--- src/tdir_pkg.sv ---
// Shared types, constants and helpers for the two-dot IR position estimator.
// Used by every module of the block; no dependencies of its own.
package tdir_pkg;

	localparam int FRAME_WIDTH  = 1024;
	localparam int FRAME_HEIGHT = 768;

	localparam int PIX_W      = 10;
	localparam int HALF_W     = 12;
	localparam int ABS_W      = 11;
	localparam int D2_W       = 22;
	localparam int SQRT_W     = 40;
	localparam int SQRT_STEPS = 20;
	localparam int DIST_W     = 20;
	localparam int DIV_STEPS  = 32;
	localparam int CAM_W      = 24;
	localparam int PROD_W     = 35;
	localparam int MAG_W      = 32;
	localparam int PART_W     = 51;
	localparam int P_W        = 57;
	localparam int OMAG_W     = 32;
	localparam int ROT_W      = 49;

	localparam logic [1:0] ST_OK       = 2'd0;
	localparam logic [1:0] ST_NO_DOTS  = 2'd1;
	localparam logic [1:0] ST_COINCIDE = 2'd2;

	localparam logic [2:0] REG_DEPTH_RATIO   = 3'd0;
	localparam logic [2:0] REG_MM_PER_PIXEL  = 3'd1;
	localparam logic [2:0] REG_CAM_TO_DOTS   = 3'd2;
	localparam logic [2:0] REG_SCREEN_OFFSET = 3'd3;
	localparam logic [2:0] REG_PITCH_COSINE  = 3'd4;
	localparam logic [2:0] REG_PITCH_SINE    = 3'd5;

	localparam logic signed [35:0] SAT_MAX = 36'sd2147483647;
	localparam logic signed [35:0] SAT_MIN = -36'sd2147483648;
	localparam logic signed [ROT_W-1:0] ROUND_HALF = 49'sd16384;

	// Sideband that travels with a beat down the pipeline.
	typedef struct packed {
		logic [1:0]        status;
		logic              x_neg;
		logic              z_pos;
		logic [PROD_W-1:0] ax_mpp;
		logic [PROD_W-1:0] az_mpp;
		logic [MAG_W-1:0]  mag;
	} tag_t;

	typedef struct packed {
		logic [31:0]        depth_ratio;
		logic [23:0]        mm_per_pixel;
		logic [23:0]        cam_mm;
		logic signed [23:0] screen_offset;
		logic signed [15:0] cosine;
		logic signed [15:0] sine;
	} cfg_t;

	function automatic logic signed [31:0] sat32(input logic signed [35:0] v);
		if (v > SAT_MAX) begin
			sat32 = 32'sh7FFF_FFFF;
		end else if (v < SAT_MIN) begin
			sat32 = 32'sh8000_0000;
		end else begin
			sat32 = v[31:0];
		end
	endfunction

endpackage

--- src/tdir_sqrt.sv ---
// Pipelined integer square root, one result bit per stage.
// Depends on tdir_pkg for widths and the sideband type.
module tdir_sqrt (
	input  logic                               clk,
	input  logic                               arst_n,
	input  logic                               en,
	input  logic                               valid_i,
	input  tdir_pkg::tag_t                     tag_i,
	input  logic [tdir_pkg::SQRT_W-1:0]        v_i,
	output logic                               valid_o,
	output tdir_pkg::tag_t                     tag_o,
	output logic [tdir_pkg::DIST_W-1:0]        root_o
);

	logic                        vld_s [tdir_pkg::SQRT_STEPS+1];
	logic [tdir_pkg::SQRT_W-1:0] rem_s [tdir_pkg::SQRT_STEPS+1];
	logic [tdir_pkg::SQRT_W-1:0] res_s [tdir_pkg::SQRT_STEPS+1];
	tdir_pkg::tag_t              tag_s [tdir_pkg::SQRT_STEPS+1];

	assign vld_s[0] = valid_i;
	assign rem_s[0] = v_i;
	assign res_s[0] = '0;
	assign tag_s[0] = tag_i;

	for (genvar k = 0; k < tdir_pkg::SQRT_STEPS; k++) begin : g_step
		localparam logic [tdir_pkg::SQRT_W-1:0] STEP_BIT =
			tdir_pkg::SQRT_W'(1) << (2 * (tdir_pkg::SQRT_STEPS - 1 - k));
		logic [tdir_pkg::SQRT_W-1:0] trial;
		logic                        ge;

		assign trial = res_s[k] + STEP_BIT;
		assign ge    = rem_s[k] >= trial;

		always_ff @(posedge clk or negedge arst_n) begin
			if (!arst_n) begin
				vld_s[k+1] <= 1'b0;
			end else if (en) begin
				vld_s[k+1] <= vld_s[k];
			end
		end

		always_ff @(posedge clk) begin
			if (en) begin
				rem_s[k+1] <= ge ? rem_s[k] - trial : rem_s[k];
				res_s[k+1] <= ge ? (res_s[k] >> 1) + STEP_BIT : res_s[k] >> 1;
				tag_s[k+1] <= tag_s[k];
			end
		end
	end

	assign valid_o = vld_s[tdir_pkg::SQRT_STEPS];
	assign tag_o   = tag_s[tdir_pkg::SQRT_STEPS];
	assign root_o  = res_s[tdir_pkg::SQRT_STEPS][tdir_pkg::DIST_W-1:0];

endmodule

--- config.mk ---
export PLATFORM = sky130hd
export DESIGN_NAME = tdir_sqrt
export DESIGN_NICKNAME = d
export VERILOG_FILES = /design/src/tdir_pkg.sv /design/src/tdir_sqrt.sv
export SDC_FILE = /design/constraint.sdc
export NUM_CORES = 2
export LEC_CHECK = 0
export BUFFER_PORTS_ARGS = -buffer_cell sky130_fd_sc_hd__buf_2
export CORE_MARGIN = 2
export CORE_UTILIZATION = 50
export DETAILED_ROUTE_END_ITERATION = 12
export HOLD_SLACK_MARGIN = 0.06
export PLACE_DENSITY = 0.76
export SYNTH_ARGS = -nofsm -noshare
export SYNTH_HDL_FRONTEND = slang
export SYNTH_SLANG_ARGS = --single-unit
--- constraint.sdc ---
create_clock -name clk -period 3.35 [get_ports clk]
set_clock_uncertainty 0.05 [all_clocks]
set_input_delay 0.1675 -clock clk [delete_from_list [all_inputs] [get_ports clk]]
set_output_delay 0.1675 -clock clk [all_outputs]
set_load 0.01 [all_outputs]
==> results.ini <==
[run_status]
outcome = finished clean

[layout]
fillers = 15600
instances_no_fill = 9931
area_growth_pct = 17.23
multi_input_area_um2 = 15760
drive_gt1_share_pct = 14.43
final-seq-area_um2 = 93290
fin_util_pct = 59.11
final_cell_mix = edfxtp_1, clkbuf_16, dlygate4sd3_1
nNetsFinal = 7116
finish.instance_area_um2 = 130100
final_common_cell = edfxtp_1

[sta]
finalCriticalPeriod_ns = 3.235
fmax_mhz = 309.1
hold_viol = 0
final_max_slew_viol_count = 0
setup_viol = 0
tightest_slew_ns = 0.8884
period_share_pct = 96.58
fin_tns_setup_ns = 0
grt_setup_unrepaired = true
max_slew_margin_pct = 39.84

[synthesis]
ys_ff_latch = 3110
syn_inst = 5813
yosys_warnings = 0
yosys_most_used_dff = edfxtp_1
async_reset_ff_share_pct = 0.6431
ys_seq_area_share_pct = 84.04
synth_nets = 6189
synth_edf_count = 3090
synthesis.area_um2 = 111000
synth.avg_cell_area_um2 = 19.10
yosysUniqueCellTypes = 85

[critical_path]
critPathRequiredTime_ns = 3.94
rr_endpoint = rem_s[384]
r2r_slack_ns = 0.11
setup.worst_path.class = flip-flop to flip-flop
critPathLaunch = rem_s[420]
r2r-start = rem_s[420]
crit_arrival_ns = 3.83
crit_path_end_kind = flip-flop
crit_fanout = 19
worst_setup_path_start_kind = flip-flop
rr_worst_depth = 10

[floorplan]
core_area_um2 = 220200
fp-row-count = 172
die-area_um2 = 225800
die_h_um = 475.2
pin_count = 277
start_util_pct = 50.42
die_x_um = 475.2

[flow_run]
drv_cap = 0

[grt]
antenna_found_initial = 5
grt_usage_pct = 15.93
grt_pass1_wl_mm = 282.7
grt_pass1_vias = 52400
gr-total-overflow = 0
grt_max_degree = 125

[place]
gp_congestion = 0.8844
post-dp-hpwl_mm = 106.8
placed_cell_area_um2 = 117100
port_buffers = 276
dp.cells = 9070

[clock_tree]
cts_root_buf = clkbuf_16
cts_tree = built
cts_max_level = 5
cts-root-to-sink-buffers = 4
clk_pin_slew_worst_paths_ns = 0.06
cts_made_buffers = 326
worst_skew_pair.late_latency_ns = 0.94
cts_sinks = 3110

[route]
wl_met1_mm = 72.37
met3_length_mm = 7.835
via_per_inst = 5.102
wire_per_inst_um = 18.12
dr_wl_met2_mm = 93.84
dr.pass1.iters = 5
vias = 50670
dr.max_layer_used = met4
routed_wl_mm = 180.0
ant_nets = 0
drt_drc_violations_left = 0
drt_iter0_markers = 3490

[pwr]
internal-power_mw = 69.41
clkPwrFrac_pct = 37.9
pwr-share-comb_pct = 8.0
swShare_pct = 22.04
leakage_nw = 46.73
pwr_density_cell_nw_per_um2 = 684.1
seq_power_share_pct = 54.0
vdd_ir_drop_max_uv = 613.3
p_sw_mw = 19.62
p_total_mw = 89.04

[worst_hold_path]
hold_path.class = input pin to flip-flop
hold_start = en
min_path_cells = 2
holdPathEnd = tag_s[2063]

==> power groups by stage <==
stage | Sequential [mW] | Clock, mW | Combinational [mW]
6_report | 48.1 | 33.8 | 7.15
4_1_cts | 48.1 | 34.8 | 7.10
2_1_floorplan | 48.3 | 0 | 4.41
3_5_place_dp | 48.9 | 0 | 6.79
3_3_place_gp | 48.7 | 0 | 6.60
5_1_grt | 48.4 | 36.3 | 7.93
==> worst max path at each step <==
stage	to	slack [ns]	cells past startpoint
floorplan	rem_s[478]	0.39	11
global placement	rem_s[273]	-0.001	11
detailed placement	rem_s[273]	-0.05	11
CTS	rem_s[273]	0.01	11
global route	rem_s[476]	-0.03	10
finish	rem_s[384]	0.11	10
==> flip-flops by register name, indices dropped and copies added, names as in the netlist <==
register and cells:
tag_o 106, valid_o 1, res_s 190, root_o 20
vld_s 19, tag_s 2014, rem_s 760
==> Yosys cell counts, types with 62 or more instances <==
cell type / count / share of area, %
nor4_1: 120 / 0.68
ha_1: 226 / 2.5
o21ai_0: 134 / 0.60
a21oi_1: 216 / 0.97
nand3_1: 62 / 0.28
edfxtp_1: 3090 / 84
buf_4: 106 / 0.72
nor2_1: 239 / 0.81
nand2_1: 205 / 0.69
a21o_1: 70 / 0.47
xnor2_1: 163 / 1.3
nor3_1: 100 / 0.45
inv_1: 278 / 0.94
xor2_1: 159 / 1.3
==> kinds of logic after synthesis <==
kind of cell	synth area share [%]
flops	84.04
simple gates	4.822
compound gates	3.566
buf+inv	1.868
xor+xnor	2.540
fa+ha+maj	2.547
mux	0.6199
==> routing by layer <==
| layer | GRT usage (%) | vias up |
|---|---|---|
| met5 | 0 | - |
| met4 | 6.037 | 0 |
| met3 | 3.128 | 388 |
| met2 | 28.45 | 1246 |
| met1 | 19.04 | 24800 |
| li1 | - | 24240 |
==> worst max-delay path: stages (launching register included) <==
cell	delay (ns)
edfxtp_1	0.39
ha_1	0.37
nor2b_1	0.15
o21ai_0	0.22
a21oi_1	0.13
a2111oi_0	0.71
buf_4	0.24
o41ai_4	0.09
buf_4	0.24
nor2_1	0.30
a21oi_1	0.09
==> per-stage QoR <==
stage	worst slack, ns	hold slack [ns]
5_1_grt	-0.03455	0.2719
6_report	0.1146	0.3158
3_5_place_dp	-0.04910	0.08011
3_3_place_gp	-0.001205	0.05795
4_1_cts	0.01175	0.2670
2_1_floorplan	0.3876	-0.1781
==> repair_timing <==
action                                  CTS  global route
hold endpoints to repair                718             0
endpoints found under the setup margin    7            33
gates cloned                              0             0
pin swaps                                 0             3
buffers inserted                          0             1
hold buffers                            299             0
gates resized for setup                   3            13
==> final cells by class <==
cell class | count | share of cell area (%)
multi-input cells | 2261 | 12.11
flip-flops and latches | 3110 | 71.68
diodes | 1 | 0.001923
clock buffers | 386 | 6.507
well taps | 2958 | 2.844
inverters | 278 | 0.8018
clock inverters | 174 | 1.153
repair buffers | 763 | 4.899
(Power assumes the default switching activity.)
