### config.mk
export PLATFORM = sky130hd
export DESIGN_NAME = tdir_div
export DESIGN_NICKNAME = d
export VERILOG_FILES = /design/src/tdir_pkg.sv /design/src/tdir_div.sv
export SDC_FILE = /design/constraint.sdc
export NUM_CORES = 2
export LEC_CHECK = 0
export BUFFER_PORTS_ARGS = -buffer_cell sky130_fd_sc_hd__buf_2
export CORE_MARGIN = 1
export CORE_UTILIZATION = 56
export DETAILED_ROUTE_END_ITERATION = 16
export HOLD_SLACK_MARGIN = 0.08
export PLACE_DENSITY = 0.8
export SYNTH_ARGS = -nofsm -noshare
export SYNTH_HDL_FRONTEND = slang
export SYNTH_SLANG_ARGS = --single-unit
### constraint.sdc
create_clock -name clk -period 3.3 [get_ports clk]
set_input_delay 0.66 -clock clk [delete_from_list [all_inputs] [get_ports clk]]
set_output_delay 0.66 -clock clk [all_outputs]
set_load 0.02 [all_outputs]
### src/tdir_pkg.sv
// Shared types, constants and helpers for the two-dot IR position estimator.
// Used by every module of the block; no dependencies of its own.
package tdir_pkg;

	localparam int FRAME_WIDTH  = 1024;
	localparam int FRAME_HEIGHT = 768;

	localparam int PIX_W      = 10;
	localparam int HALF_W     = 12;
	localparam int ABS_W      = 11;
	localparam int D2_W       = 22;
	localparam int SQRT_W     = 40;
	localparam int SQRT_STEPS = 20;
	localparam int DIST_W     = 20;
	localparam int DIV_STEPS  = 32;
	localparam int CAM_W      = 24;
	localparam int PROD_W     = 35;
	localparam int MAG_W      = 32;
	localparam int PART_W     = 51;
	localparam int P_W        = 57;
	localparam int OMAG_W     = 32;
	localparam int ROT_W      = 49;

	localparam logic [1:0] ST_OK       = 2'd0;
	localparam logic [1:0] ST_NO_DOTS  = 2'd1;
	localparam logic [1:0] ST_COINCIDE = 2'd2;

	localparam logic [2:0] REG_DEPTH_RATIO   = 3'd0;
	localparam logic [2:0] REG_MM_PER_PIXEL  = 3'd1;
	localparam logic [2:0] REG_CAM_TO_DOTS   = 3'd2;
	localparam logic [2:0] REG_SCREEN_OFFSET = 3'd3;
	localparam logic [2:0] REG_PITCH_COSINE  = 3'd4;
	localparam logic [2:0] REG_PITCH_SINE    = 3'd5;

	localparam logic signed [35:0] SAT_MAX = 36'sd2147483647;
	localparam logic signed [35:0] SAT_MIN = -36'sd2147483648;
	localparam logic signed [ROT_W-1:0] ROUND_HALF = 49'sd16384;

	// Sideband that travels with a beat down the pipeline.
	typedef struct packed {
		logic [1:0]        status;
		logic              x_neg;
		logic              z_pos;
		logic [PROD_W-1:0] ax_mpp;
		logic [PROD_W-1:0] az_mpp;
		logic [MAG_W-1:0]  mag;
	} tag_t;

	typedef struct packed {
		logic [31:0]        depth_ratio;
		logic [23:0]        mm_per_pixel;
		logic [23:0]        cam_mm;
		logic signed [23:0] screen_offset;
		logic signed [15:0] cosine;
		logic signed [15:0] sine;
	} cfg_t;

	function automatic logic signed [31:0] sat32(input logic signed [35:0] v);
		if (v > SAT_MAX) begin
			sat32 = 32'sh7FFF_FFFF;
		end else if (v < SAT_MIN) begin
			sat32 = 32'sh8000_0000;
		end else begin
			sat32 = v[31:0];
		end
	endfunction

endpackage

### src/tdir_div.sv
// Pipelined restoring divider for depth: ratio scaled by 256 over dot distance.
// Depends on tdir_pkg; writes the clamped quotient into the sideband.
module tdir_div (
	input  logic                          clk,
	input  logic                          arst_n,
	input  logic                          en,
	input  logic                          valid_i,
	input  tdir_pkg::tag_t                tag_i,
	input  logic [tdir_pkg::DIST_W-1:0]   dist_i,
	input  logic [31:0]                   ratio_i,
	output logic                          valid_o,
	output tdir_pkg::tag_t                tag_o
);

	logic                        vld_s [tdir_pkg::DIV_STEPS+1];
	logic [tdir_pkg::DIST_W-1:0] rem_s [tdir_pkg::DIV_STEPS+1];
	logic [tdir_pkg::DIST_W-1:0] d_s   [tdir_pkg::DIV_STEPS+1];
	logic [tdir_pkg::MAG_W-1:0]  nq_s  [tdir_pkg::DIV_STEPS+1];
	tdir_pkg::tag_t              tag_s [tdir_pkg::DIV_STEPS+1];
	logic [tdir_pkg::MAG_W-1:0]  quo;

	// The distance is at least 256, so the top eight quotient bits are always zero.
	assign vld_s[0] = valid_i;
	assign rem_s[0] = {12'd0, ratio_i[31:24]};
	assign nq_s[0]  = {ratio_i[23:0], 8'd0};
	assign d_s[0]   = dist_i;
	assign tag_s[0] = tag_i;

	for (genvar k = 0; k < tdir_pkg::DIV_STEPS; k++) begin : g_step
		logic [tdir_pkg::DIST_W:0] t;
		logic [tdir_pkg::DIST_W:0] diff;
		logic                      ge;

		assign t    = {rem_s[k], nq_s[k][tdir_pkg::MAG_W-1]};
		assign ge   = t >= {1'b0, d_s[k]};
		assign diff = t - {1'b0, d_s[k]};

		always_ff @(posedge clk or negedge arst_n) begin
			if (!arst_n) begin
				vld_s[k+1] <= 1'b0;
			end else if (en) begin
				vld_s[k+1] <= vld_s[k];
			end
		end

		always_ff @(posedge clk) begin
			if (en) begin
				rem_s[k+1] <= ge ? diff[tdir_pkg::DIST_W-1:0] : t[tdir_pkg::DIST_W-1:0];
				nq_s[k+1]  <= {nq_s[k][tdir_pkg::MAG_W-2:0], ge};
				d_s[k+1]   <= d_s[k];
				tag_s[k+1] <= tag_s[k];
			end
		end
	end

	assign quo     = nq_s[tdir_pkg::DIV_STEPS];
	assign valid_o = vld_s[tdir_pkg::DIV_STEPS];

	always_comb begin
		tag_o     = tag_s[tdir_pkg::DIV_STEPS];
		tag_o.mag = quo[tdir_pkg::MAG_W-1] ? 32'h8000_0000 : quo;
	end

endmodule

==> results.sh <==
export IMPL_initial_core_util_pct=56.50
export IMPL_worst_ep_arrival_time_ns=3.93
export IMPL_clk_pin_slew_ns=0.06
export IMPL_cts_max_path_buffers=4
export IMPL_synth_ff_type="edfxtp_1"
export IMPL_syn2layout_area_growth_pct=14.99
export IMPL_first_global_vias=86930
export IMPL_drc_errors=0
export IMPL_power_leakage_nw=74.99
export IMPL_fin_cells=15620
export IMPL_drtIter0Drc=6690
export IMPL_final_common_cell="edfxtp_1"
export IMPL_viasPerCell=5.469
export IMPL_p_clk_share_pct=28.4
export IMPL_cts_tree="built"
export IMPL_cts_sinks=4444
export IMPL_required_ns=3.95
export IMPL_hpwl_um=192400
export IMPL_row_count=203
export IMPL_switching_power_mw=49.55
export IMPL_syn_avg_cell_area_um2=17.16
export IMPL_synth_area_mm2=0.1735
export IMPL_yosys_warnings=0
export IMPL_synth_cell_types=97
export IMPL_fin_skew_ns=0.1105
export IMPL_crit_path_max_fanout=5
export IMPL_ys_async_sr_fraction_pct=0.7201
export IMPL_slew_violations=0
export IMPL_utilization_pct=64.97
export IMPL_synth_enable_flop_cells=4412
export IMPL_min_period_over_period_pct=99.43
export IMPL_tightest_slew_ns=1.119
export IMPL_grtUsageTotal_pct=19.53
export IMPL_cts_root_buf="clkbuf_16"
export IMPL_start_kind="flop"
export IMPL_endpoint_kind="flop"
export IMPL_fin_crit_ns=3.281
export IMPL_numCtsBuffers=427
export IMPL_rr_worst_depth=12
export IMPL_syn_num_nets=10930
export IMPL_avgRoutedWirePerCell_um=19.95
export IMPL_final_nets=11970
export IMPL_dr_pass1_iters=6
export IMPL_crit_type="reg2reg"
export IMPL_relSlewSlack_pct=24.91
export IMPL_grt_overflow=0
export IMPL_finalHoldViolCount=0
export IMPL_status="completed"
export IMPL_io_pins=269
export IMPL_synth_area_leaders="edfxtp_1, ha_1, mux2_2"
export IMPL_drv_cap=0
export IMPL_ys_ff_latch=4444
export IMPL_synth_seq_area_share_pct=76.83
export IMPL_syn_inst=10110
export IMPL_yosys_area_top_type="edfxtp_1"
export IMPL_finalSetupViolations=0
export IMPL_rsz0062_at_grt="true"
export IMPL_fp_dieW_um=558.6
export IMPL_vias=85400
export IMPL_min_path_type="in2async"
export IMPL_swShare_pct=28.71
export IMPL_drive_gt1_share_pct=16.71
export IMPL_h_tree_depth=5
export IMPL_peakVddDrop_v=0.0005590
export IMPL_p_seq_share_pct=44.0
export IMPL_die_area_mm2=0.3120
export IMPL_fmaxAchievable_mhz=304.8
export IMPL_io_buffer_count=236
export IMPL_clk_latency_ns=0.97
export IMPL_die_h_um=558.6
export IMPL_power_density_mw_per_mm2=865.0
export IMPL_grt_max_degree=130
export IMPL_grt_pass1_wl_um=478500
export IMPL_dp_cells=14650
export IMPL_drtAntennaViolNets=0
export IMPL_synth_top_area_share_pct=76.37
export IMPL_placeableCoreArea_mm2=0.3071
export IMPL_grt_antenna_before_repair=15
export IMPL_p_int_mw=123.0
export IMPL_gp_congestion=0.9380
export IMPL_final_cell_mix="edfxtp_1, inv_1, ha_1, a21oi_1, clkbuf_16"
export IMPL_routed_wl_um=311500
export IMPL_p_comb_share_pct=27.6
[cell usage after synthesis, drive strengths merged (26+ instances only)]
library cell and count:
o21ai 297, o21a 83, nand4 77, nor3 124
o21bai 31, edfxtp 4412, a21boi 26, a211oi 64
ha 628, or3 44, xor2 164, inv 808
mux2 442, a21o 302, o211ai 37, clkbuf 70
nand3 99, fa 31, dfrtp 32, nand2b 78
a2111oi 34, a31oi 76, nor2 352, xnor2 319
a21oi 459, mux2i 46, nand2 306, and3 61
nor2b 158, o31ai 32, buf 136
[sequential cells by signal (all words and copies together) (netlist names)]
name / flops
tag_o: 74
tag_s: 2294
nq_s: 749
valid_o: 1
g_step.t: 643
d_s: 620
vld_s: 31
quo: 32
[cell families (layout without fill, tap and decap cells)]
| logic type | Yosys count | after routing | synth area share [%] |
|---|---|---|---|
| DFF | 4444 | 4444 | 76.83 |
| and+or+nand+nor | 1413 | 1413 | 4.063 |
| other | 0 | 1 | 0 |
| adders and majority gates | 659 | 659 | 4.887 |
| muxes | 488 | 488 | 3.199 |
| AOI/OAI and AO/OA | 1611 | 1612 | 6.140 |
| buffers and inverters | 1014 | 2415 | 2.443 |
| xor gates and xnor gates | 483 | 483 | 2.438 |
[critical path: stages (launching register included)]
cell and delay, ns:
edfxtp_1 0.44, ha_4 0.30, nor2b_4 0.13, o21ai_2 0.06, a21bo_2 0.20, a211o_1 0.36, a311oi_2 0.29, buf_4 0.17
a31o_1 0.14, a21o_1 0.16, a31o_4 0.26, clkbuf_16 0.20, mux2_4 0.30
[power by group through the flow]
stage	sequential, mW	combinational, mW	clock (mW)
3_3_place_gp	76.7	43.0	0
2_1_floorplan	75.0	33.6	0
3_5_place_dp	77.0	44.5	0
6_report	75.9	47.6	49.1
5_1_grt	76.5	51.9	52.5
4_1_cts	76.0	45.5	50.3
[final cells by class]
cell class	instances	area, um2
diodes	1	2.502
clock buffers	519	11090
clock inverters	274	3005
fillers	20310	107600
inverters	808	3038
multi-input cells	4655	36720
flip-flops and latches	4444	133300
well taps	4100	5130
repair buffers	814	7218
[path summary, 6_finish.rpt]
kind	from	endpoint	slack, ns
setup / recovery	g_step[3].t[1]$_DFFE_PP_	g_step[4].t[15]$_DFFE_PP_	0.02
hold / removal	arst_n	valid_o$_DFFE_PN0P_	0.25
setup reg to reg	g_step[3].t[1]$_DFFE_PP_	g_step[4].t[15]$_DFFE_PP_	0.02
hold reg to reg	nq_s[365]$_DFFE_PP_	nq_s[334]$_DFFE_PP_	0.31
max in group asynchronous	arst_n	vld_s[31]$_DFFE_PN0P_	2.62
min in group clk	nq_s[365]$_DFFE_PP_	nq_s[334]$_DFFE_PP_	0.31
[timing repair]
action | CTS | global route
endpoints found under the setup margin | 95 | 463
resized for setup | 22 | 157
endpoints found under the hold margin | 165 | 0
buffers inserted | 1 | 31
pin swaps | 2 | 50
hold buffers | 128 | 0
cloned | 1 | 15
[routing by layer]
layer | routed length (um) | up-vias | global-route usage [%]
li1 | - | 40460 | -
met1 | 129900 | 42270 | 25.17
met2 | 158600 | 2062 | 34.43
met3 | 13190 | 608 | 2.467
met4 | 9780 | 2 | 6.287
met5 | 14 | - | 0
[through the flow]
step | setup WS [ns] | instance area, um2 | hold WS, ns | total power, mW | TNS [ns]
after CTS | 0.001431 | 198300 | 0.1969 | 171.8 | 0
after detailed placement | -0.1290 | 182800 | 0.4045 | 121.4 | -3.228
after floorplan | 0.3353 | 173500 | 0.3644 | 108.6 | 0
after global placement | -0.06550 | 182800 | 0.4002 | 119.7 | -0.8212
final | 0.01873 | 199500 | 0.2513 | 172.6 | 0
after global routing | -0.08639 | 199500 | 0.2582 | 180.9 | -2.091
Power figures use the tool's default switching activity.
